File: src/ddg_pkg.sv
`timescale 1ns / 1ps
// ----------------------------------------------------------------------------
// Day number to Gregorian date: shared definitions
// Cycle lengths, the valid range, the sideband record that travels with each
// request through the divider chain, and the month start table.
// ----------------------------------------------------------------------------
package ddg_pkg;

  localparam logic [21:0] LAST_VALID_DN = 22'd3652059;

  localparam int CYC400 = 146097;
  localparam int CYC100 = 36524;
  localparam int CYC4   = 1461;
  localparam int CYC1   = 365;

  // Quotient of the 4-year division that marks the last 4-year cycle of a century.
  localparam logic [4:0] Q4_LAST_IN_CENTURY = 5'd24;
  // Quotient of the 100-year division that marks the century ending a 400-year cycle.
  localparam logic [1:0] Q100_LAST = 2'd3;
  // Quotient of the 1-year division that marks the leap year of a 4-year cycle.
  localparam logic [1:0] Q1_LAST = 2'd3;

  typedef struct packed {
    logic       ok;
    logic [4:0] q400;
    logic [1:0] q100;
    logic [4:0] q4;
  } side_t;

  // Day of year (from 0) on which month mon_idx (0 = January) begins.
  function automatic logic [8:0] month_start(input logic leap, input logic [3:0] mon_idx);
    logic [8:0] base;
    case (mon_idx)
      4'd0:    base = 9'd0;
      4'd1:    base = 9'd31;
      4'd2:    base = 9'd59;
      4'd3:    base = 9'd90;
      4'd4:    base = 9'd120;
      4'd5:    base = 9'd151;
      4'd6:    base = 9'd181;
      4'd7:    base = 9'd212;
      4'd8:    base = 9'd243;
      4'd9:    base = 9'd273;
      4'd10:   base = 9'd304;
      4'd11:   base = 9'd334;
      default: base = 9'd0;
    endcase
    if (leap && (mon_idx >= 4'd2)) begin
      base = base + 9'd1;
    end
    return base;
  endfunction

endpackage

File: src/ddg_divc.sv
`timescale 1ns / 1ps
// ----------------------------------------------------------------------------
// Constant divider stage group
// Three-stage pipelined division by a constant: reciprocal estimate, remainder,
// and a single correction step, with an optional fold of quotient four.
// ----------------------------------------------------------------------------
module ddg_divc #(
  parameter int W       = 22,
  parameter int Divisor = 146097,
  parameter int QW      = 5,
  parameter int RW      = 18,
  parameter bit Fold    = 1'b0
) (
  input  logic                 clk,
  input  logic                 rst_n,
  input  logic                 in_vld,
  input  ddg_pkg::side_t       in_side,
  input  logic [W-1:0]         in_num,
  output logic                 out_vld,
  output ddg_pkg::side_t       out_side,
  output logic [QW-1:0]        out_quo,
  output logic [RW-1:0]        out_rem
);

  // The reciprocal is scaled by 2**W, so the estimate is at most one low.
  localparam int Recip = (1 << W) / Divisor;
  localparam int RecW  = $clog2(Recip + 1);
  localparam int PW    = W + RecW;
  localparam logic [RecW-1:0] RecipC = RecW'(Recip);
  localparam logic [RW:0]     DivC   = (RW + 1)'(Divisor);

  logic [PW-1:0]  prod;
  logic           a_vld_r;
  ddg_pkg::side_t a_side_r;
  logic [W-1:0]   a_num_r;
  logic [QW-1:0]  a_quo_r;

  logic [W-1:0]   b_mul;
  logic [RW:0]    b_rem_nxt;
  logic           b_vld_r;
  ddg_pkg::side_t b_side_r;
  logic [QW-1:0]  b_quo_r;
  logic [RW:0]    b_rem_r;

  logic [QW-1:0]  c_quo_nxt;
  logic [RW:0]    c_rem_nxt;
  logic           c_vld_r;
  ddg_pkg::side_t c_side_r;
  logic [QW-1:0]  c_quo_r;
  logic [RW-1:0]  c_rem_r;

  assign prod      = PW'(in_num) * PW'(RecipC);
  assign b_mul     = W'(a_quo_r) * W'(Divisor);
  assign b_rem_nxt = (RW + 1)'(a_num_r - b_mul);

  always_comb begin
    c_quo_nxt = b_quo_r;
    c_rem_nxt = b_rem_r;
    if (b_rem_r >= DivC) begin
      c_quo_nxt = b_quo_r + QW'(1);
      c_rem_nxt = b_rem_r - DivC;
    end
    // A quotient of four only occurs on the last day of the outer cycle.
    if (Fold && (c_quo_nxt == QW'(4))) begin
      c_quo_nxt = QW'(3);
      c_rem_nxt = c_rem_nxt + DivC;
    end
  end

  always_ff @(posedge clk) begin
    if (!rst_n) begin
      a_vld_r <= 1'b0;
      b_vld_r <= 1'b0;
      c_vld_r <= 1'b0;
    end else begin
      a_vld_r <= in_vld;
      b_vld_r <= a_vld_r;
      c_vld_r <= b_vld_r;
    end
  end

  always_ff @(posedge clk) begin
    a_side_r <= in_side;
    a_num_r  <= in_num;
    a_quo_r  <= QW'(prod[PW-1:W]);
    b_side_r <= a_side_r;
    b_quo_r  <= a_quo_r;
    b_rem_r  <= b_rem_nxt;
    c_side_r <= b_side_r;
    c_quo_r  <= c_quo_nxt;
    c_rem_r  <= RW'(c_rem_nxt);
  end

  assign out_vld  = c_vld_r;
  assign out_side = c_side_r;
  assign out_quo  = c_quo_r;
  assign out_rem  = c_rem_r;

endmodule

File: src/ddg_date.sv
`timescale 1ns / 1ps
// ----------------------------------------------------------------------------
// Date assembly stages
// Rebuilds the year from the cycle quotients, finds the month from the day of
// year and registers the final date, zeroed for rejected requests.
// ----------------------------------------------------------------------------
module ddg_date (
  input  logic           clk,
  input  logic           rst_n,
  input  logic           in_vld,
  input  ddg_pkg::side_t in_side,
  input  logic [1:0]     in_q1,
  input  logic [8:0]     in_doy,
  output logic           out_strobe,
  output logic           out_valid_res,
  output logic [13:0]    out_year,
  output logic [3:0]     out_month,
  output logic [4:0]     out_day_of_month
);

  logic [13:0] year_nxt;
  logic        leap_nxt;
  logic        y_vld_r;
  logic        y_ok_r;
  logic [13:0] y_year_r;
  logic        y_leap_r;
  logic [8:0]  y_doy_r;

  logic [3:0]  mon_nxt;
  logic        m_vld_r;
  logic        m_ok_r;
  logic [13:0] m_year_r;
  logic        m_leap_r;
  logic [8:0]  m_doy_r;
  logic [3:0]  m_mon_r;

  logic [4:0]  dom_nxt;
  logic        o_vld_r;
  logic        o_ok_r;
  logic [13:0] o_year_r;
  logic [3:0]  o_mon_r;
  logic [4:0]  o_dom_r;

  assign year_nxt = 14'd1 + (14'(in_side.q400) * 14'd400) + (14'(in_side.q100) * 14'd100)
                  + {7'd0, in_side.q4, 2'b00} + 14'(in_q1);

  // Leap when the year closes a 4-year cycle, unless it closes a century
  // that does not also close the 400-year cycle.
  assign leap_nxt = (in_q1 == ddg_pkg::Q1_LAST)
                 && ((in_side.q4 != ddg_pkg::Q4_LAST_IN_CENTURY)
                     || (in_side.q100 == ddg_pkg::Q100_LAST));

  always_comb begin
    mon_nxt = 4'd1;
    for (int k = 1; k < 12; k++) begin
      if (y_doy_r >= ddg_pkg::month_start(y_leap_r, 4'(k))) begin
        mon_nxt = mon_nxt + 4'd1;
      end
    end
  end

  assign dom_nxt = 5'(m_doy_r - ddg_pkg::month_start(m_leap_r, m_mon_r - 4'd1) + 9'd1);

  always_ff @(posedge clk) begin
    if (!rst_n) begin
      y_vld_r <= 1'b0;
      m_vld_r <= 1'b0;
      o_vld_r <= 1'b0;
    end else begin
      y_vld_r <= in_vld;
      m_vld_r <= y_vld_r;
      o_vld_r <= m_vld_r;
    end
  end

  always_ff @(posedge clk) begin
    y_ok_r   <= in_side.ok;
    y_year_r <= year_nxt;
    y_leap_r <= leap_nxt;
    y_doy_r  <= in_doy;
    m_ok_r   <= y_ok_r;
    m_year_r <= y_year_r;
    m_leap_r <= y_leap_r;
    m_doy_r  <= y_doy_r;
    m_mon_r  <= mon_nxt;
    o_ok_r   <= m_ok_r;
    o_year_r <= m_ok_r ? m_year_r : 14'd0;
    o_mon_r  <= m_ok_r ? m_mon_r : 4'd0;
    o_dom_r  <= m_ok_r ? dom_nxt : 5'd0;
  end

  assign out_strobe       = o_vld_r;
  assign out_valid_res    = o_ok_r;
  assign out_year         = o_year_r;
  assign out_month        = o_mon_r;
  assign out_day_of_month = o_dom_r;

  a_valid_in_range: assert property (@(posedge clk) disable iff (!rst_n)
    (out_strobe && out_valid_res) |-> ((out_year >= 14'd1) && (out_year <= 14'd9999)
      && (out_month >= 4'd1) && (out_month <= 4'd12)
      && (out_day_of_month >= 5'd1) && (out_day_of_month <= 5'd31)))
    else $error("valid date out of range");

  a_invalid_zero: assert property (@(posedge clk) disable iff (!rst_n)
    (out_strobe && !out_valid_res) |-> ((out_year == 14'd0) && (out_month == 4'd0)
      && (out_day_of_month == 5'd0)))
    else $error("rejected request carries a nonzero date");

  a_february: assert property (@(posedge clk) disable iff (!rst_n)
    (out_strobe && out_valid_res && (out_month == 4'd2)) |-> (out_day_of_month <= 5'd29))
    else $error("February day past 29");

endmodule

File: src/day_number_to_gregorian_date.sv
`timescale 1ns / 1ps
// ----------------------------------------------------------------------------
// Day number to Gregorian date converter
// Converts a proleptic Gregorian day number (day 1 is 0001-01-01) into year,
// month and day of month, flagging numbers outside 1..3652059 as invalid.
// ----------------------------------------------------------------------------
//
//  Channel   Ports                                   Handshake
//  -------   -------------------------------------   ------------------------
//  request   start, busy, in_day_number              taken when start & !busy
//  result    out_strobe, out_valid_res, out_year,    one cycle, marked by
//            out_month, out_day_of_month             out_strobe, no back-pressure
//
// A request may be issued on every clock cycle outside reset; each one
// produces exactly one result, in order. The pipeline is made of the
// four constant divisions (400-, 100-, 4- and 1-year cycles), each a
// three-stage group of reciprocal multiply, remainder and correction, plus
// one input stage and three date stages (year, month, day).
// busy is high only while rst_n is low; the synchronous reset clears all
// valid bits, so no result appears until a request is taken after reset.
// The receiver cannot stall, so the pipeline never stops.
//
// Invalid requests (day number zero or past 9999-12-31) travel through the
// pipeline with a cleared ok flag and come out with all date fields zero.
// The last day of a 400-year cycle and of a 4-year cycle are folded back so
// that they land on December 31 of the preceding leap year.
//
module day_number_to_gregorian_date (
  input  logic        clk,
  input  logic        rst_n,
  input  logic        start,
  output logic        busy,
  input  logic [21:0] in_day_number,
  output logic        out_strobe,
  output logic        out_valid_res,
  output logic [13:0] out_year,
  output logic [3:0]  out_month,
  output logic [4:0]  out_day_of_month
);

  localparam int Latency = 16;

  logic           in_ok;
  logic [21:0]    t0_nxt;
  logic           s0_vld_r;
  ddg_pkg::side_t s0_side_r;
  ddg_pkg::side_t s0_side_nxt;
  logic [21:0]    s0_t_r;

  logic           d400_vld;
  ddg_pkg::side_t d400_side;
  logic [4:0]     d400_quo;
  logic [17:0]    d400_rem;
  ddg_pkg::side_t d100_side_in;

  logic           d100_vld;
  ddg_pkg::side_t d100_side;
  logic [2:0]     d100_quo;
  logic [15:0]    d100_rem;
  ddg_pkg::side_t d4_side_in;

  logic           d4_vld;
  ddg_pkg::side_t d4_side;
  logic [4:0]     d4_quo;
  logic [10:0]    d4_rem;
  ddg_pkg::side_t d1_side_in;

  logic           d1_vld;
  ddg_pkg::side_t d1_side;
  logic [2:0]     d1_quo;
  logic [8:0]     d1_rem;

  // The pipeline takes a new request on every cycle outside reset.
  assign busy = ~rst_n;

  assign in_ok  = (in_day_number != 22'd0) && (in_day_number <= ddg_pkg::LAST_VALID_DN);
  // Rejected requests enter with zero so the dividers stay in their range.
  assign t0_nxt = in_ok ? (in_day_number - 22'd1) : 22'd0;

  always_comb begin
    s0_side_nxt      = '0;
    s0_side_nxt.ok   = in_ok;
  end

  always_ff @(posedge clk) begin
    if (!rst_n) begin
      s0_vld_r <= 1'b0;
    end else begin
      s0_vld_r <= start & ~busy;
    end
  end

  always_ff @(posedge clk) begin
    s0_side_r <= s0_side_nxt;
    s0_t_r    <= t0_nxt;
  end

  // 400-year cycles: quotient 0..24, remainder below 146097.
  ddg_divc #(
    .W       (22),
    .Divisor (ddg_pkg::CYC400),
    .QW      (5),
    .RW      (18),
    .Fold    (1'b0)
  ) u_div400 (
    .clk      (clk),
    .rst_n    (rst_n),
    .in_vld   (s0_vld_r),
    .in_side  (s0_side_r),
    .in_num   (s0_t_r),
    .out_vld  (d400_vld),
    .out_side (d400_side),
    .out_quo  (d400_quo),
    .out_rem  (d400_rem)
  );

  always_comb begin
    d100_side_in      = d400_side;
    d100_side_in.q400 = d400_quo;
  end

  // Centuries: the last day of a 400-year cycle folds into the fourth century.
  ddg_divc #(
    .W       (18),
    .Divisor (ddg_pkg::CYC100),
    .QW      (3),
    .RW      (16),
    .Fold    (1'b1)
  ) u_div100 (
    .clk      (clk),
    .rst_n    (rst_n),
    .in_vld   (d400_vld),
    .in_side  (d100_side_in),
    .in_num   (d400_rem),
    .out_vld  (d100_vld),
    .out_side (d100_side),
    .out_quo  (d100_quo),
    .out_rem  (d100_rem)
  );

  always_comb begin
    d4_side_in      = d100_side;
    d4_side_in.q100 = d100_quo[1:0];
  end

  // 4-year cycles within a century: quotient 0..24.
  ddg_divc #(
    .W       (16),
    .Divisor (ddg_pkg::CYC4),
    .QW      (5),
    .RW      (11),
    .Fold    (1'b0)
  ) u_div4 (
    .clk      (clk),
    .rst_n    (rst_n),
    .in_vld   (d100_vld),
    .in_side  (d4_side_in),
    .in_num   (d100_rem),
    .out_vld  (d4_vld),
    .out_side (d4_side),
    .out_quo  (d4_quo),
    .out_rem  (d4_rem)
  );

  always_comb begin
    d1_side_in    = d4_side;
    d1_side_in.q4 = d4_quo;
  end

  // Single years: the leap day of a 4-year cycle folds into the fourth year.
  ddg_divc #(
    .W       (11),
    .Divisor (ddg_pkg::CYC1),
    .QW      (3),
    .RW      (9),
    .Fold    (1'b1)
  ) u_div1 (
    .clk      (clk),
    .rst_n    (rst_n),
    .in_vld   (d4_vld),
    .in_side  (d1_side_in),
    .in_num   (d4_rem),
    .out_vld  (d1_vld),
    .out_side (d1_side),
    .out_quo  (d1_quo),
    .out_rem  (d1_rem)
  );

  ddg_date u_date (
    .clk              (clk),
    .rst_n            (rst_n),
    .in_vld           (d1_vld),
    .in_side          (d1_side),
    .in_q1            (d1_quo[1:0]),
    .in_doy           (d1_rem),
    .out_strobe       (out_strobe),
    .out_valid_res    (out_valid_res),
    .out_year         (out_year),
    .out_month        (out_month),
    .out_day_of_month (out_day_of_month)
  );

  a_request_gives_result: assert property (@(posedge clk) disable iff (!rst_n)
    (start && !busy) |-> ##Latency out_strobe)
    else $error("request without a result at the expected latency");

  a_result_has_request: assert property (@(posedge clk) disable iff (!rst_n)
    out_strobe |-> $past(start && !busy, Latency))
    else $error("result without a matching request");

  a_valid_matches_range: assert property (@(posedge clk) disable iff (!rst_n)
    (start && !busy) |-> ##Latency (out_valid_res == $past(in_ok, Latency)))
    else $error("validity flag does not match the request range");

endmodule
File: config.mk
export PLATFORM = sky130hd
export DESIGN_NAME = day_number_to_gregorian_date
export DESIGN_NICKNAME = d
export VERILOG_FILES = /design/src/ddg_pkg.sv /design/src/ddg_divc.sv /design/src/ddg_date.sv /design/src/day_number_to_gregorian_date.sv
export SDC_FILE = /design/constraint.sdc
export NUM_CORES = 1
export LEC_CHECK = 0
export ABC_AREA = 1
export BUFFER_PORTS_ARGS = -buffer_cell sky130_fd_sc_hd__buf_2
export CORE_MARGIN = 3
export CORE_UTILIZATION = 44
export CTS_BUF_LIST = sky130_fd_sc_hd__clkbuf_4
export CTS_CLUSTER_DIAMETER = 80
export DETAILED_ROUTE_END_ITERATION = 10
export GPL_TIMING_DRIVEN = 0
export MAX_ROUTING_LAYER = met4
export PLACE_DENSITY = 0.63
export SLEW_MARGIN = 25
export SYNTH_ARGS = -nofsm -noshare
export SYNTH_HDL_FRONTEND = slang
export SYNTH_SLANG_ARGS = --single-unit
File: constraint.sdc
create_clock -name clk -period 5.9 [get_ports clk]
set_input_delay 0.295 -clock clk [delete_from_list [all_inputs] [get_ports clk]]
set_output_delay 0.295 -clock clk [all_outputs]
set_load 0.02 [all_outputs]
==> results.json <==
{
  "status": "finished, final reports clean",
  "fin_nets": 3085,
  "busiest_layer": "met2",
  "final_cell_area_mm2": 0.0251,
  "die_y_um": 231,
  "syn-mean-instance-area_um2": 8.98,
  "ys_types": 57,
  "grt_pass1_vias": 16800,
  "met3_usage_pct": 3.37,
  "fin_crit_sh_pct": 93.8,
  "fin_crit_ns": 5.53,
  "clkLatencyLatePin_ns": 0.80,
  "crit_path_max_fanout": 5,
  "cap_violations": 0,
  "ys.flop_type": "dfxtp_1",
  "initial_core_util_pct": 44.9,
  "critPathRequiredTime_ns": 6.59,
  "drive_above_1_share_pct": 11.1,
  "h-tree-depth": 3,
  "synth_area_leaders": "dfxtp_1, ha_1, fa_1",
  "worstHoldPathType": "input port to flip-flop",
  "grt_remaining_overflow": 0,
  "area_growth_pct": 13.1,
  "wl_per_cell_um": 11.7,
  "crit_family": "adder cells",
  "final-max-slew-violation-count": 0,
  "hpwl_mm": 31.3,
  "synth_top_area_share_pct": 37.2,
  "yosys_warnings": 0,
  "drtIter0Drc": 641,
  "skew_ns": 0.0447,
  "port_buffers": 49,
  "met2_usage_pct": 29.7,
  "cts_root_buf": "clkbuf_4",
  "cts_tree": "built",
  "gp_congestion": 0.860,
  "track_usage_pct": 16.4,
  "critPathLaunchType": "flip-flop",
  "crit_slowest_cell": "fa_2",
  "criticalPathCategory": "flip-flop to flip-flop",
  "critPathBufInv": 5,
  "clk_pin_slew_ns": 0.06,
  "viasPerCell": 4.66,
  "ys_seq_area_share_pct": 37.2,
  "nFillCells": 4732,
  "ant_nets": 0,
  "grt_pass1_wl_mm": 71.6,
  "worstPathArrival_ns": 6.23,
  "clock_tree.buffer_depth": 3,
  "synth_edf_count": 0,
  "tightestPinTransition_ns": 0.690,
  "antenna_found_initial": 2,
  "die_area_mm2": 0.0532,
  "drt-pass1-iter-count": 6,
  "vias": 16000,
  "die_width_um": 231,
  "num_rows": 81,
  "synthArstFlopShare_pct": 0,
  "syn_nets": 2884,
  "clkSinkCount": 413,
  "max_slew_margin_pct": 53.8,
  "finalSetupViolations": 0,
  "cts_made_buffers": 106,
  "route.detailed.drc": 0,
  "wirelength_mm": 40.2,
  "use_met1_pct": 16.9,
  "fmax_mhz": 181,
  "report.final.hold_viol_count": 0,
  "placed_area_mm2": 0.0233,
  "synth-seq-cells": 413,
  "synthCells": 2474,
  "max_stage_delay_ns": 0.48,
  "io-pin-count": 51,
  "grt_max_degree": 16,
  "end_kind": "flip-flop",
  "synth_area_leader_cell": "dfxtp_1",
  "syn_area_mm2": 0.0222,
  "core_area_mm2": 0.0495,
  "rsz0062_at_grt": "no"
}
[flip-flops by register name, summed over array words and instances (netlist names), 14 cells and up]
name	cells
u_date.y_year_r	14
s0_t_r	22
u_div400.out_rem	18
u_div400.a_num_r	19
u_date.out_year	14
u_date.m_year_r	14
u_div400.b_rem_r	19
u_div100.a_num_r	17
u_div100.b_rem_r	17
u_div100.out_rem	16
[metrics by stage]
step / setup TNS, ns / utilization [%] / setup WS (ns) / hold WS, ns / std cells
5_1_grt: 0 / 50.8 / 0.0276 / 0.156 / 3422
2_1_floorplan: 0 / - / 0.527 / 0.310 / 2474
6_report: 0 / 50.8 / 0.367 / 0.241 / 3422
4_1_cts: 0 / 50.7 / 0.0813 / 0.118 / 3417
3_3_place_gp: -0.00728 / 47.1 / -0.00728 / 0.310 / 3187
3_5_place_dp: -0.337 / 47.1 / -0.206 / 0.312 / 3187
[Yosys cell counts, types with 2 or more instances]
master	count
a221o_1	2
nand2_2	25
inv_1	466
o21ai_2	2
clkinv_1	2
clkbuf_1	11
fa_1	104
mux2_2	2
nand2_1	352
a21oi_2	5
nor2_4	3
a21oi_1	138
a21o_1	6
nand3_2	13
a211oi_1	4
nor3_1	22
xnor2_1	56
o22ai_1	3
o21ai_1	9
or2_2	5
and3_1	2
o221ai_1	3
nand4_1	22
o21ai_0	64
a31oi_1	9
o211ai_1	10
nor2_2	3
o21bai_1	6
o31ai_1	6
ha_1	281
nand3_1	93
buf_6	2
nor4_1	9
a41oi_1	2
nand2_4	6
inv_2	6
xor2_1	139
nor2_1	144
dfxtp_1	413
mux2i_1	3
o21a_1	5
[logic make-up after synthesis]
group / share of synthesized area [%]
compound gates: 7.20
xor+xnor: 7.68
fa+ha+maj: 25.2
buf+inv: 8.33
flops: 37.2
mux: 0.236
simple gates: 14.2
[routing by layer]
layer	routed length (µm)	part of all wire (%)
met5	0	0
met4	1390	3.5
met3	1270	3.2
met2	20900	52
met1	16600	41
[cells in the final DEF (no fill, tap or decap), types with 24 or more instances in the layout]
cell,count
o21ai_0,64
ha_1,280
clkinv_1,24
a21oi_1,137
xnor2_1,56
nand3_1,93
nand2_1,351
nor2_1,144
nand2_2,26
inv_1,464
dfxtp_1,411
fa_1,103
clkbuf_4,153
xor2_1,139
buf_2,49
dlygate4sd3_1,42
[final cells by class]
| cell class | count | area [µm²] | share of cell area, % |
|---|---|---|---|
| multi-input cells | 1573 | 12200 | 48.4 |
| plain buffers | 14 | 71.3 | 0.284 |
| diodes | 3 | 7.51 | 0.0299 |
| clock buffers | 153 | 1150 | 4.57 |
| flip-flops and latches | 413 | 8270 | 32.9 |
| well taps | 664 | 831 | 3.31 |
| repair buffers | 93 | 681 | 2.71 |
| clock inverters | 35 | 185 | 0.737 |
| inverters | 474 | 1780 | 7.08 |
[tightest hold or removal path: cells and delay by family]
kind,cells,cell delay (ns)
simple gates,1,0.04
buf+inv,2,0.63
[worst paths after layout]
path | slack (ns) | endpoint | depth (start not counted) | from
max | 0.37 | u_date.m_mon_r[1]$_DFF_P_ | 31 | u_date.y_leap_r$_DFF_P_
min | 0.24 | s0_t_r[0]$_SDFF_PN0_ | 3 | in_day_number[0]
max reg2reg | 0.37 | u_date.m_mon_r[1]$_DFF_P_ | 31 | u_date.y_leap_r$_DFF_P_
min reg2reg | 0.29 | u_div100.a_side_r[10]$_DFF_P_ | 0 | u_div400.out_quo[3]$_DFF_P_
[what timing repair did]
| item | in CTS | in global routing |
|---|---|---|
| setup buffers | 0 | 2 |
| hold buffers | 42 | 0 |
| endpoints found under the setup margin | 2 | 2 |
| hold endpoints to repair | 32 | 0 |
| pin swaps | 0 | 5 |
| resized for setup | 5 | 9 |
| gates cloned | 0 | 0 |
Power is left out: the tool's default activity adds up to more than one toggle a clock period on the data nets, which glitch-free logic cannot reach.
